[config.mk]
export PLATFORM = sky130hd
export DESIGN_NAME = rf_pulse_train_framer_core
export DESIGN_NICKNAME = d
export VERILOG_FILES = /design/src/design/rfptf_pkg.sv /design/src/design/rfptf_front.sv /design/src/design/rfptf_queue.sv /design/src/design/rfptf_back.sv /design/src/design/rf_pulse_train_framer_core.sv
export SDC_FILE = /design/constraint.sdc
export NUM_CORES = 1
export LEC_CHECK = 0
export BUFFER_PORTS_ARGS = -buffer_cell sky130_fd_sc_hd__buf_2
export CAP_MARGIN = 25
export CORE_MARGIN = 5
export CORE_UTILIZATION = 55
export CTS_BUF_LIST = sky130_fd_sc_hd__clkbuf_16
export CTS_CLUSTER_DIAMETER = 120
export CTS_CLUSTER_SIZE = 8
export DETAILED_ROUTE_END_ITERATION = 12
export HOLD_SLACK_MARGIN = 0.08
export PLACE_DENSITY = 0.78
export REMOVE_ABC_BUFFERS = 1
export SLEW_MARGIN = 10
export SYNTH_ARGS = -nofsm -noshare
export SYNTH_HDL_FRONTEND = slang
export SYNTH_SLANG_ARGS = --single-unit
[constraint.sdc]
create_clock -name clk -period 6.79 [get_ports clk]
set_input_delay 0.3395 -clock clk [delete_from_list [all_inputs] [get_ports clk]]
set_output_delay 0.3395 -clock clk [all_outputs]
set_load 0.01 [all_outputs]
[src/design/rfptf_pkg.sv]
`timescale 1ns / 1ps
// rfptf_pkg: shared types and constants of the rf pulse train framer
// no dependencies

package rfptf_pkg;

  localparam int TIME_W    = 32;
  localparam int KIND_W    = 3;
  localparam int CFG_IDX_W = 2;
  localparam int EV_W      = 5;

  // event kind codes as they leave on out_tuser
  localparam logic [KIND_W-1:0] KIND_SYNC    = 3'd0;
  localparam logic [KIND_W-1:0] KIND_DATA    = 3'd1;
  localparam logic [KIND_W-1:0] KIND_END     = 3'd2;
  localparam logic [KIND_W-1:0] KIND_LEN_ERR = 3'd3;
  localparam logic [KIND_W-1:0] KIND_LVL_ERR = 3'd4;

  // configuration register indexes
  localparam logic [CFG_IDX_W-1:0] REG_MIN_PULSE = 2'd0;
  localparam logic [CFG_IDX_W-1:0] REG_SYNC_LOW  = 2'd1;
  localparam logic [CFG_IDX_W-1:0] REG_SYNC_HIGH = 2'd2;
  localparam logic [CFG_IDX_W-1:0] REG_END_LOW   = 2'd3;

  localparam logic [TIME_W-1:0] MIN_PULSE_RST = 32'd450;
  localparam logic [TIME_W-1:0] SYNC_LOW_RST  = 32'd8000;
  localparam logic [TIME_W-1:0] SYNC_HIGH_RST = 32'd10000;
  localparam logic [TIME_W-1:0] END_LOW_RST   = 32'd10000;

  // events one edge can raise, listed in reverse of the order they go out
  typedef struct packed {
    logic lvl_err;
    logic end_ev;
    logic data;
    logic sync;
    logic len_err;
  } ev_flags_t;

  // work item handed from the classifier to the emitter
  typedef struct packed {
    logic [TIME_W-1:0] time_us;
    logic [TIME_W-1:0] pulse_us;
    logic              level;
    ev_flags_t         ev;
  } plan_t;

endpackage

[src/design/rfptf_front.sv]
`timescale 1ns / 1ps
// rfptf_front: edge classifier, holds configuration and framing state
// depends on rfptf_pkg

module rfptf_front
  import rfptf_pkg::*;
(
  input  logic                 clk,
  input  logic                 rst_n,
  input  logic                 cfg_we,
  input  logic [CFG_IDX_W-1:0] cfg_index,
  input  logic [TIME_W-1:0]    cfg_wdata,
  input  logic                 accept,
  input  logic [TIME_W-1:0]    time_us,
  input  logic                 line_level,
  output logic                 push,
  output plan_t                plan
);

  logic [TIME_W-1:0] min_pulse_r, sync_low_r, sync_high_r, end_low_r;
  logic              edge_seen_r, recording_r, lvl_valid_r, lvl_r;
  logic [TIME_W-1:0] last_time_r;

  logic [TIME_W-1:0] len;
  logic              is_short, is_sync, is_end, rec_eff, lvl_err;
  ev_flags_t         ev;

  always_comb begin
    len      = time_us - last_time_r;
    is_short = len < min_pulse_r;
    is_sync  = !is_short && (len < sync_high_r) && (len > sync_low_r);
    is_end   = len > end_low_r;
    rec_eff  = !is_short && (recording_r || is_sync);
    // a sync forgets the previous level, so no level error with it
    lvl_err  = rec_eff && !is_sync && lvl_valid_r && (line_level == lvl_r);

    ev.len_err = edge_seen_r && is_short && recording_r;
    ev.sync    = edge_seen_r && is_sync;
    ev.data    = edge_seen_r && rec_eff;
    ev.end_ev  = edge_seen_r && rec_eff && is_end;
    ev.lvl_err = edge_seen_r && lvl_err;
  end

  assign push          = accept && (ev != '0);
  assign plan.time_us  = time_us;
  assign plan.pulse_us = len;
  assign plan.level    = line_level;
  assign plan.ev       = ev;

  always_ff @(posedge clk) begin
    if (!rst_n) begin
      min_pulse_r <= MIN_PULSE_RST;
      sync_low_r  <= SYNC_LOW_RST;
      sync_high_r <= SYNC_HIGH_RST;
      end_low_r   <= END_LOW_RST;
    end else if (cfg_we) begin
      unique case (cfg_index)
        REG_MIN_PULSE: min_pulse_r <= cfg_wdata;
        REG_SYNC_LOW:  sync_low_r  <= cfg_wdata;
        REG_SYNC_HIGH: sync_high_r <= cfg_wdata;
        REG_END_LOW:   end_low_r   <= cfg_wdata;
        default: ;
      endcase
    end
  end

  always_ff @(posedge clk) begin
    if (!rst_n) begin
      edge_seen_r <= 1'b0;
      last_time_r <= '0;
      recording_r <= 1'b0;
      lvl_valid_r <= 1'b0;
      lvl_r       <= 1'b0;
    end else if (accept) begin
      edge_seen_r <= 1'b1;
      last_time_r <= time_us;
      if (edge_seen_r) begin
        if (is_short) begin
          recording_r <= 1'b0;
        end else if (rec_eff) begin
          recording_r <= !(is_end || lvl_err);
          lvl_valid_r <= 1'b1;
          lvl_r       <= line_level;
        end
      end
    end
  end

endmodule

[src/design/rfptf_queue.sv]
`timescale 1ns / 1ps
// rfptf_queue: small fifo of work items between classifier and emitter
// depends on rfptf_pkg

module rfptf_queue
  import rfptf_pkg::*;
#(
  parameter int DEPTH = 4
) (
  input  logic  clk,
  input  logic  rst_n,
  input  logic  push,
  input  plan_t wr_data,
  input  logic  pop,
  output plan_t rd_data,
  output logic  not_empty,
  output logic  not_full
);

  localparam int AW = (DEPTH > 1) ? $clog2(DEPTH) : 1;
  localparam int CW = $clog2(DEPTH + 1);
  localparam logic [AW-1:0] LAST_PTR = AW'(DEPTH - 1);
  localparam logic [CW-1:0] FULL_CNT = CW'(DEPTH);

  plan_t         mem [DEPTH];
  logic [AW-1:0] wr_ptr_r, rd_ptr_r;
  logic [CW-1:0] count_r;
  logic          do_push, do_pop;

  assign not_empty = count_r != '0;
  assign not_full  = count_r != FULL_CNT;
  assign do_push   = push && not_full;
  assign do_pop    = pop && not_empty;
  assign rd_data   = mem[rd_ptr_r];

  always_ff @(posedge clk) begin
    if (do_push) begin
      mem[wr_ptr_r] <= wr_data;
    end
  end

  always_ff @(posedge clk) begin
    if (!rst_n) begin
      wr_ptr_r <= '0;
      rd_ptr_r <= '0;
      count_r  <= '0;
    end else begin
      if (do_push) begin
        wr_ptr_r <= (wr_ptr_r == LAST_PTR) ? '0 : wr_ptr_r + 1'b1;
      end
      if (do_pop) begin
        rd_ptr_r <= (rd_ptr_r == LAST_PTR) ? '0 : rd_ptr_r + 1'b1;
      end
      if (do_push && !do_pop) begin
        count_r <= count_r + 1'b1;
      end else if (do_pop && !do_push) begin
        count_r <= count_r - 1'b1;
      end
    end
  end

endmodule

[src/design/rfptf_back.sv]
`timescale 1ns / 1ps
// rfptf_back: walks the events of the queue head, one output beat per cycle while out_tready holds
// depends on rfptf_pkg

module rfptf_back
  import rfptf_pkg::*;
(
  input  logic              clk,
  input  logic              rst_n,
  input  logic              head_valid,
  input  plan_t             head,
  output logic              pop,
  output logic              out_tvalid,
  input  logic              out_tready,
  output logic [KIND_W-1:0] out_kind,
  output logic              out_level,
  output logic [TIME_W-1:0] out_pulse_us,
  output logic [TIME_W-1:0] out_time_us,
  output logic              out_last
);

  ev_flags_t         done_r, pending, sel, rest;
  logic              load;
  logic [KIND_W-1:0] kind_nxt;
  logic              valid_r, level_r, last_r;
  logic [KIND_W-1:0] kind_r;
  logic [TIME_W-1:0] pulse_r, time_r;

  always_comb begin
    pending  = head.ev & ~done_r;
    sel      = '0;
    kind_nxt = KIND_SYNC;
    priority if (pending.len_err) begin
      sel.len_err = 1'b1;
      kind_nxt    = KIND_LEN_ERR;
    end else if (pending.sync) begin
      sel.sync = 1'b1;
      kind_nxt = KIND_SYNC;
    end else if (pending.data) begin
      sel.data = 1'b1;
      kind_nxt = KIND_DATA;
    end else if (pending.end_ev) begin
      sel.end_ev = 1'b1;
      kind_nxt   = KIND_END;
    end else if (pending.lvl_err) begin
      sel.lvl_err = 1'b1;
      kind_nxt    = KIND_LVL_ERR;
    end else begin
      sel      = '0;
      kind_nxt = KIND_SYNC;
    end
    rest = pending & ~sel;
  end

  assign load = head_valid && (!valid_r || out_tready);
  assign pop  = load && (rest == '0);

  always_ff @(posedge clk) begin
    if (!rst_n) begin
      valid_r <= 1'b0;
      done_r  <= '0;
    end else begin
      if (load) begin
        valid_r <= 1'b1;
        done_r  <= (rest == '0) ? '0 : (done_r | sel);
      end else if (out_tready) begin
        valid_r <= 1'b0;
      end
    end
  end

  always_ff @(posedge clk) begin
    if (load) begin
      kind_r  <= kind_nxt;
      level_r <= sel.data & head.level;
      pulse_r <= sel.data ? head.pulse_us : '0;
      time_r  <= head.time_us;
      last_r  <= rest == '0;
    end
  end

  assign out_tvalid   = valid_r;
  assign out_kind     = kind_r;
  assign out_level    = level_r;
  assign out_pulse_us = pulse_r;
  assign out_time_us  = time_r;
  assign out_last     = last_r;

endmodule

[src/design/rf_pulse_train_framer_core.sv]
`timescale 1ns / 1ps
// rf_pulse_train_framer_core: top level of the rf pulse train framer
// depends on rfptf_pkg, rfptf_front, rfptf_queue, rfptf_back

// Frames pulse trains from an rf receiver. Each input beat is one line edge
// (microsecond timestamp, level after the edge). The edge is classified in
// the cycle it is accepted and its events (sync, data pulse, end, length
// error, level error; up to three per edge) are queued as one work item. The
// emitter then sends one event beat per cycle while out_tready holds, tlast
// on the final event of the edge. An edge is accepted every cycle while the
// queue has room; a sustained stream is limited by the events per edge, set
// by the single output register. Edges that raise no event (the very first
// edge, ignored short pulses, pulses outside a frame) never enter the queue.
// The first event beat of an edge passes through the queue and then the
// output register. The user must write thresholds through the cfg port only
// while the block is idle; the block itself does not enforce this.

module rf_pulse_train_framer_core
  import rfptf_pkg::*;
#(
  parameter int QUEUE_DEPTH = 4
) (
  input  logic                 clk,
  input  logic                 rst_n,
  // configuration writes
  input  logic                 cfg_we,
  input  logic [CFG_IDX_W-1:0] cfg_index,
  input  logic [TIME_W-1:0]    cfg_wdata,
  // edge input
  input  logic                 in_tvalid,
  output logic                 in_tready,
  input  logic [39:0]          in_tdata,   // [31:0] time_us, [32] line_level, rest zero
  // event output
  output logic                 out_tvalid,
  input  logic                 out_tready,
  output logic [71:0]          out_tdata,  // [0] pulse_level, [32:1] pulse_us,
                                           // [64:33] event_time_us, rest zero
  output logic [KIND_W-1:0]    out_tuser,  // [2:0] event_kind
  output logic                 out_tlast   // last_of_edge
);

  logic              accept, push, pop, q_not_empty, q_not_full;
  plan_t             plan, head;
  logic              o_level;
  logic [TIME_W-1:0] o_pulse, o_time;

  // beat accepted whenever the queue can take a work item
  assign in_tready = q_not_full;
  assign accept    = in_tvalid && in_tready;

  rfptf_front u_front (
    .clk        (clk),
    .rst_n      (rst_n),
    .cfg_we     (cfg_we),
    .cfg_index  (cfg_index),
    .cfg_wdata  (cfg_wdata),
    .accept     (accept),
    .time_us    (in_tdata[31:0]),
    .line_level (in_tdata[32]),
    .push       (push),
    .plan       (plan)
  );

  rfptf_queue #(
    .DEPTH (QUEUE_DEPTH)
  ) u_queue (
    .clk       (clk),
    .rst_n     (rst_n),
    .push      (push),
    .wr_data   (plan),
    .pop       (pop),
    .rd_data   (head),
    .not_empty (q_not_empty),
    .not_full  (q_not_full)
  );

  rfptf_back u_back (
    .clk          (clk),
    .rst_n        (rst_n),
    .head_valid   (q_not_empty),
    .head         (head),
    .pop          (pop),
    .out_tvalid   (out_tvalid),
    .out_tready   (out_tready),
    .out_kind     (out_tuser),
    .out_level    (o_level),
    .out_pulse_us (o_pulse),
    .out_time_us  (o_time),
    .out_last     (out_tlast)
  );

  // pack the event fields, lowest field first, zero fill to whole bytes
  assign out_tdata = {7'd0, o_time, o_pulse, o_level};

endmodule

==> metrics, run 1 <==
Syn. warnings=0; HPWL after DPL=~36000 um; status=finished clean; Worst Path Required=roughly 7.3 ns; pre-CTS setup slack=0.6660 ns; via/cell ratio=about 5.6; CTS tree=built; Die Ht=about 220 um; LEAKAGE=10.51 nW; Critical Path AT=~6.6 ns; vias in the first global route=16540; Pre-Repair DR Iteration Count=5; unrepaired setup endpoints after global routing=false; Synth Instances=1997; Final Max Tran Viols=0; Crit. End Element=register; first-pass GRT wire length=87160 um; H-tree lvl count=3; number of I/O port buffers=142; clk slew on worst S/H paths=0.05 ns; max incr delay on CP=0.52 ns; fmax=163.4 MHz; fin crit share=approximately nine tenths; Worst-Skew Late Latency=~0.59 ns; startpoint types=input port; worst hold path class=input port to register; Async S/R FF share, synth=0%; Iter 0 DRT Violations=1340; max_slew headroom=29.94%; Root Buffer Master=clkbuf_16; Critical Path Most Common Cell=ha_1; clock buffer depth=3; chip width=218.1 um; Netlist cell types=73; share of the synthesized area in the top cell type=a little over two fifths; Seq/Total Area, Yosys=59.04%; GR Util All Layers=23.04%; register bit count reported by yosys=~530; setup ws final=0.6696 ns; clk_skew=about 0.023 ns; Reg-to-Reg Start=u_front.last_time_r[1]; CP max FO=6; CTS Buf Count=75; Min Hold Slack=about 0.3 ns; Core Rows=76; Max-cap violations=0; layout cells sized above 1=16.30%; GR Overflow Total=0; Area Growth Syn to Fin=18.53%; endpoints failing hold=0; # IOs=roughly 160; nets=2492; core footprint=about 43000 sq um; DRC=0; WL final=around 55000 um; Max VDD drop=0.2876 mV; minimum clock period=approximately 6 ns; Avg WL per Cell=18.96 um; Setup Fix Bufs, Post-CTS=0; Area contributors post-synth=edfxtp_1 44%, dfxtp_1 15%, ha_1 8.6%; Slew @ Worst Pin=roughly 1.0 ns; Post-synth EDFFs=349; leading area contributor after synthesis=edfxtp_1; Pwr Density=349.5 nW/um^2; CTS sink cnt=528; Crit-path slowest cell=dlygate4sd3_1; antenna viol nets, final=0; R2R Setup Slk=0.76 ns; critical path class=input port to register; total negative setup slack=0 ns; # setup viols final=0; full die area=roughly 48000 sq um; Avg Cell Area, Syn=11.93 sq um; Starting Density=55.42%; top_reg_cell synth=edfxtp_1; initial antenna violation count=1; detailed-route via count=between 15000 and 20000; Final Wtd Congestion=approximately 0.9; largest net degree at the start of global routing=86; CP startpoint=in_tdata[0]; worst hold start=rst_n; synthesized cell area=23820 sq um; Filler cells=3083
==> state kept, by name (all words and copies together) (netlist names), named ones only <==
signal               flops
u_front.edge_seen_r      1
u_back.out_pulse_us     32
u_front.sync_low_r      32
u_front.sync_high_r     32
u_queue.count_r          3
u_back.out_tvalid        1
u_queue.wr_ptr_r         2
u_front.last_time_r     32
u_back.done_r            5
u_front.end_low_r       32
u_front.recording_r      1
u_queue.mem            280
u_queue.rd_ptr_r         2
u_front.lvl_valid_r      1
u_back.out_time_us      32
u_back.out_last          1
u_back.out_level         1
u_back.out_kind          3
u_front.min_pulse_r     32
u_front.lvl_r            1
==> cell type report <==
type	count	area, sq um	area share, %
Tap cell	585	732.0	2.593
Timing Repair Buffer	256	1847	6.541
Clock inverter	54	240.2	0.8509
Sequential cell	528	14070	49.83
Inverter	183	689.4	2.442
Antenna cell	1	2.502	0.008864
Multi-Input combinational cell	1204	8751	31.00
Clock buffer	76	1902	6.736
==> worst paths after layout <==
kind / to / cells past startpoint
max: u_queue.count_r[2] / 27
min: u_front.min_pulse_r[7] / 2
max reg2reg: u_queue.count_r[2] / 25
min reg2reg: u_front.sync_high_r[17] / 2
==> Yosys cell counts, drive strengths merged (3+ instances only) <==
cell type	instances
a31oi	10
a21o	29
nand2b	3
ha	163
mux2i	5
nor2	45
and4	5
a21oi	224
and3	5
xnor2	17
o21a	7
edfxtp	349
nor2b	46
and2	8
a221oi	3
nor4	5
o211ai	26
or3	3
or2	5
nand3	22
buf	21
o21ai	28
clkbuf	67
mux4	70
nor4b	3
inv	182
xor2	13
a211oi	8
nand4	25
o31ai	6
dfxtp	179
o21bai	6
nor3	14
nand2	361
==> cells by family after synthesis <==
kind of cell / after synthesis / synth area share (%)
buffers and inverters: 271 / 4.444
DFF: 528 / 59.04
muxes: 75 / 6.829
AOI/OAI and AO/OA: 371 / 9.408
xor gates and xnor gates: 30 / 1.103
adders and majority gates: 166 / 8.772
other: 1 / 0.01574
and+or+nand+nor: 555 / 10.39
==> placed cells by master (no fill, tap or decap), drive strengths merged, types with 5 or more instances in the layout <==
master         n
nand2        361
edfxtp       349
inv          236
a21oi        224
buf          190
dfxtp        179
ha           163
clkbuf        76
mux4          70
dlygate4sd3   66
nor2b         46
nor2          45
a21o          29
o21ai         28
o211ai        26
nand4         25
nand3         22
xnor2         17
nor3          14
xor2          13
a31oi         10
a211oi         8
and2           8
o21a           7
conb           7
o21bai         6
o31ai          6
and4           5
and3           5
mux2i          5
nor4           5
or2            5
==> metrics by stage <==
step           cell area (sq um)  total power, mW  std cells  utilization (%)
2_1_floorplan              23470            5.710       1915                -
3_3_place_gp               25350            6.449       2687            58.98
3_5_place_dp               25430            6.560       2690            59.16
4_1_cts                    28230            9.927       2886            65.68
5_1_grt                    28230            10.37       2887            65.68
6_report                   28230            9.866       2887            65.68
==> report_power, final <==
part	leakage, nW	switching [mW]	internal [mW]	total [mW]
clock network	1.22	1.31	2.00	3.31
logic	4.67	1.48	0.960	2.44
registers	4.62	0.149	3.97	4.12
total	10.5	2.94	6.93	9.87
==> routing by layer <==
metal  part of all wire, %  track usage, %
met1                    42           30.89
met2                    49           38.49
met3                   6.5           3.879
met4                   2.4           7.955
met5                     0               0
==> what timing repair did <==
item / 4_1_cts / 5_1_grt
gates resized for setup: 0 / 0
hold endpoints to repair: 290 / 0
hold buffers: 66 / 0
==> worst max-delay path, delay by kind of cell <==
kind | cells | cell delay, ns
AND/OR/NAND/NOR | 7 | 1.78
AO/OA/AOI/OAI | 9 | 1.76
adder cells (fa/ha/maj) | 5 | 1.44
XOR/XNOR | 2 | 0.53
buffers and inverters | 4 | 0.78
Note: power is estimated with default switching activity, not from simulation.
==> inputs of run 2 (changes only) <==
--- a/config.mk
+++ b/config.mk
@@ -7,6 +7,7 @@
 export LEC_CHECK = 0
 export BUFFER_PORTS_ARGS = -buffer_cell sky130_fd_sc_hd__buf_2
 export CAP_MARGIN = 25
+export CORE_ASPECT_RATIO = 1.25
 export CORE_MARGIN = 5
 export CORE_UTILIZATION = 55
 export CTS_BUF_LIST = sky130_fd_sc_hd__clkbuf_16
==> run 2 against run 1 <==
  * Combinational power about the same
  * Critical endpoint unchanged
  * Cell area is 0.39% lower
  * Largest power group unchanged
  * Fmax down 2.5%
  * Critical path type unchanged
==> metrics, run 2 (same netlist as run 1, synthesis figures left out) <==
status=finished clean; max incr delay on CP=0.52 ns (about the same); worst hold path class=input port to register; clock buffer depth=3 (unchanged); Worst-Skew Late Latency=0.59 ns (about the same); GR Util All Layers=22.98% (-0.059 points); most common cell after layout, fill and taps aside=nand2_1; max reg flops=280 (unchanged); LEAKAGE=10.47 nW (-0.37%); CP max FO=8 (+2); max_slew headroom=38.13% (+8.2 points); Core Rows=85 (+12%); WL final=54680 um (about the same); critical path class=input port to register; # setup viols final=0 (unchanged); M2 GR Usage=40.55% (+2.1 points); vias in the first global route=16670 (+0.78%); core footprint=42970 sq um (about the same); detailed-route via count=16030 (-1.3%); startpoint types=input port; antenna viol nets, final=0 (unchanged); Most flops, register=u_queue.mem; fin crit share=92.41% (+2.3 points); Critical Path AT=6.76 ns (+0.13 ns); endpoints failing hold=0 (unchanged); CTS Buf Count=75 (unchanged); chip width=196.1 um (-10%); first-pass GRT wire length=87930 um (+0.89%); # IOs=157 (unchanged); Worst Path Required=7.28 ns (-0.02 ns); Final Max Tran Viols=0 (unchanged); total negative setup slack=0 ns (unchanged); number of I/O port buffers=142 (unchanged); via/cell ratio=5.604 (-0.39%); Critical Path Most Common Cell=ha_1; clk_skew=0.02425 ns (+0.001056 ns); Area Growth Syn to Fin=18.07%; Die Ht=242.7 um (+11%); Final Wtd Congestion=0.9688 (+6.6%); Crit-path slowest cell=dlygate4sd3_1; CTS sink cnt=528 (unchanged); post-placement cell count=2664 (-0.97%); nets=2488 (-0.16%); Crit. End Element=register; Filler cells=3078 (-0.16%); CTS tree=built; largest net degree at the start of global routing=82 (-4.7%); layout cells sized above 1=16.08% (-0.22 points); most frequent cells in the layout=359 x nand2_1, 349 x edfxtp_1, 231 x inv_1, 222 x a21oi_1, 177 x dfxtp_1; Iter 0 DRT Violations=1080 (-19%); Pwr Density=350.6 nW/um^2 (+0.33%); clk slew on worst S/H paths=0.05 ns (about the same); Max-cap violations=0 (unchanged); Slew @ Worst Pin=0.9215 ns (-0.1198 ns); Root Buffer Master=clkbuf_16; Max VDD drop=0.3039 mV (+5.7%); Reg-to-Reg Start=u_front.last_time_r[0]; Pre-Repair DR Iteration Count=6 (+1); minimum clock period=6.275 ns (+0.1544 ns); GRT busiest layer=met2; fmax=159.4 MHz (-2.5%); full die area=47600 sq um (about the same); HPWL after DPL=34850 um (-2.6%); DRC=0 (unchanged); initial antenna violation count=1 (unchanged); Avg WL per Cell=19.11 um (+0.83%); GR Overflow Total=0 (unchanged); worst hold start=rst_n; Post-Layout Cell Count=2861 (-0.90%); met1 GRT Util=29.08% (-1.8 points); CP startpoint=in_tdata[0]; Starting Density=55.44% (about the same); met3 Resource Use GR=3.190% (-0.69 points); H-tree lvl count=3 (unchanged)
## run 2: cell types whose count changed in the layout (fill, tap and decap cells not counted), sizes merged
cell,before,now
inv,236,234
clkinv,1,0
clkbuf,76,77
buf,190,186
## run 2: report_power, final
part	internal (mW)	switching, mW	total (mW)
Sequential	3.96	0.146	4.11
Combinational	0.952	1.50	2.45
Clock	2.01	1.29	3.30
Total	6.93	2.93	9.86
## run 2: layer usage
metal,routed length [um],share of wire (%)
met2,28290,52
met5,0,0
met3,2587,4.7
met1,22350,41
met4,1456,2.7
## run 2: worst max-delay path, delay by kind of cell
family | cells | cell delay [ns]
fa+ha+maj | 5 | 1.46
compound gates | 9 | 1.83
xor+xnor | 2 | 0.68
buf+inv | 4 | 0.81
simple gates | 7 | 1.61
## run 2: area by class of cell
| type | count | area (sq um) | share of cell area (%) |
|---|---|---|---|
| antenna | 1 | 2.502 | 0.008898 |
| clock buffer | 77 | 1927 | 6.851 |
| clock inverter | 51 | 201.4 | 0.7163 |
| inverter | 183 | 689.4 | 2.451 |
| multi-input combinational | 1204 | 8756 | 31.13 |
| sequential | 528 | 14070 | 50.02 |
| tap | 565 | 706.9 | 2.514 |
| timing repair buffer | 252 | 1772 | 6.300 |
## run 2: per-stage QoR
stage	setup slack [ns]	utilization, %	hold slack [ns]	instance area (sq um)	total power [mW]
6_report	0.5151	65.45	0.2897	28120	9.860
5_1_grt	-0.008354	65.45	0.3146	28120	10.36
3_3_place_gp	0.5624	58.86	0.4323	25290	6.455
4_1_cts	0.3510	65.35	0.2707	28080	9.907
3_5_place_dp	0.3683	58.86	0.4415	25290	6.556
2_1_floorplan	0.2720	-	0.4258	23470	5.710
## run 2: worst paths after layout
path                                              end  slack (ns)  cells past startpoint
worst max-delay path               u_queue.count_r[2]        0.52                     27
worst min-delay path            u_front.sync_low_r[6]        0.29                      2
worst max register to register     u_queue.count_r[2]        0.72                     24
worst min register to register    u_front.lvl_valid_r        0.45                      2
## run 2: timing repair
item                                    CTS  global route
endpoints found under the setup margin    0             1
hold endpoints to repair                292             0
hold buffers                             66             0
buffers inserted                          0             0
resized for setup                         0             1
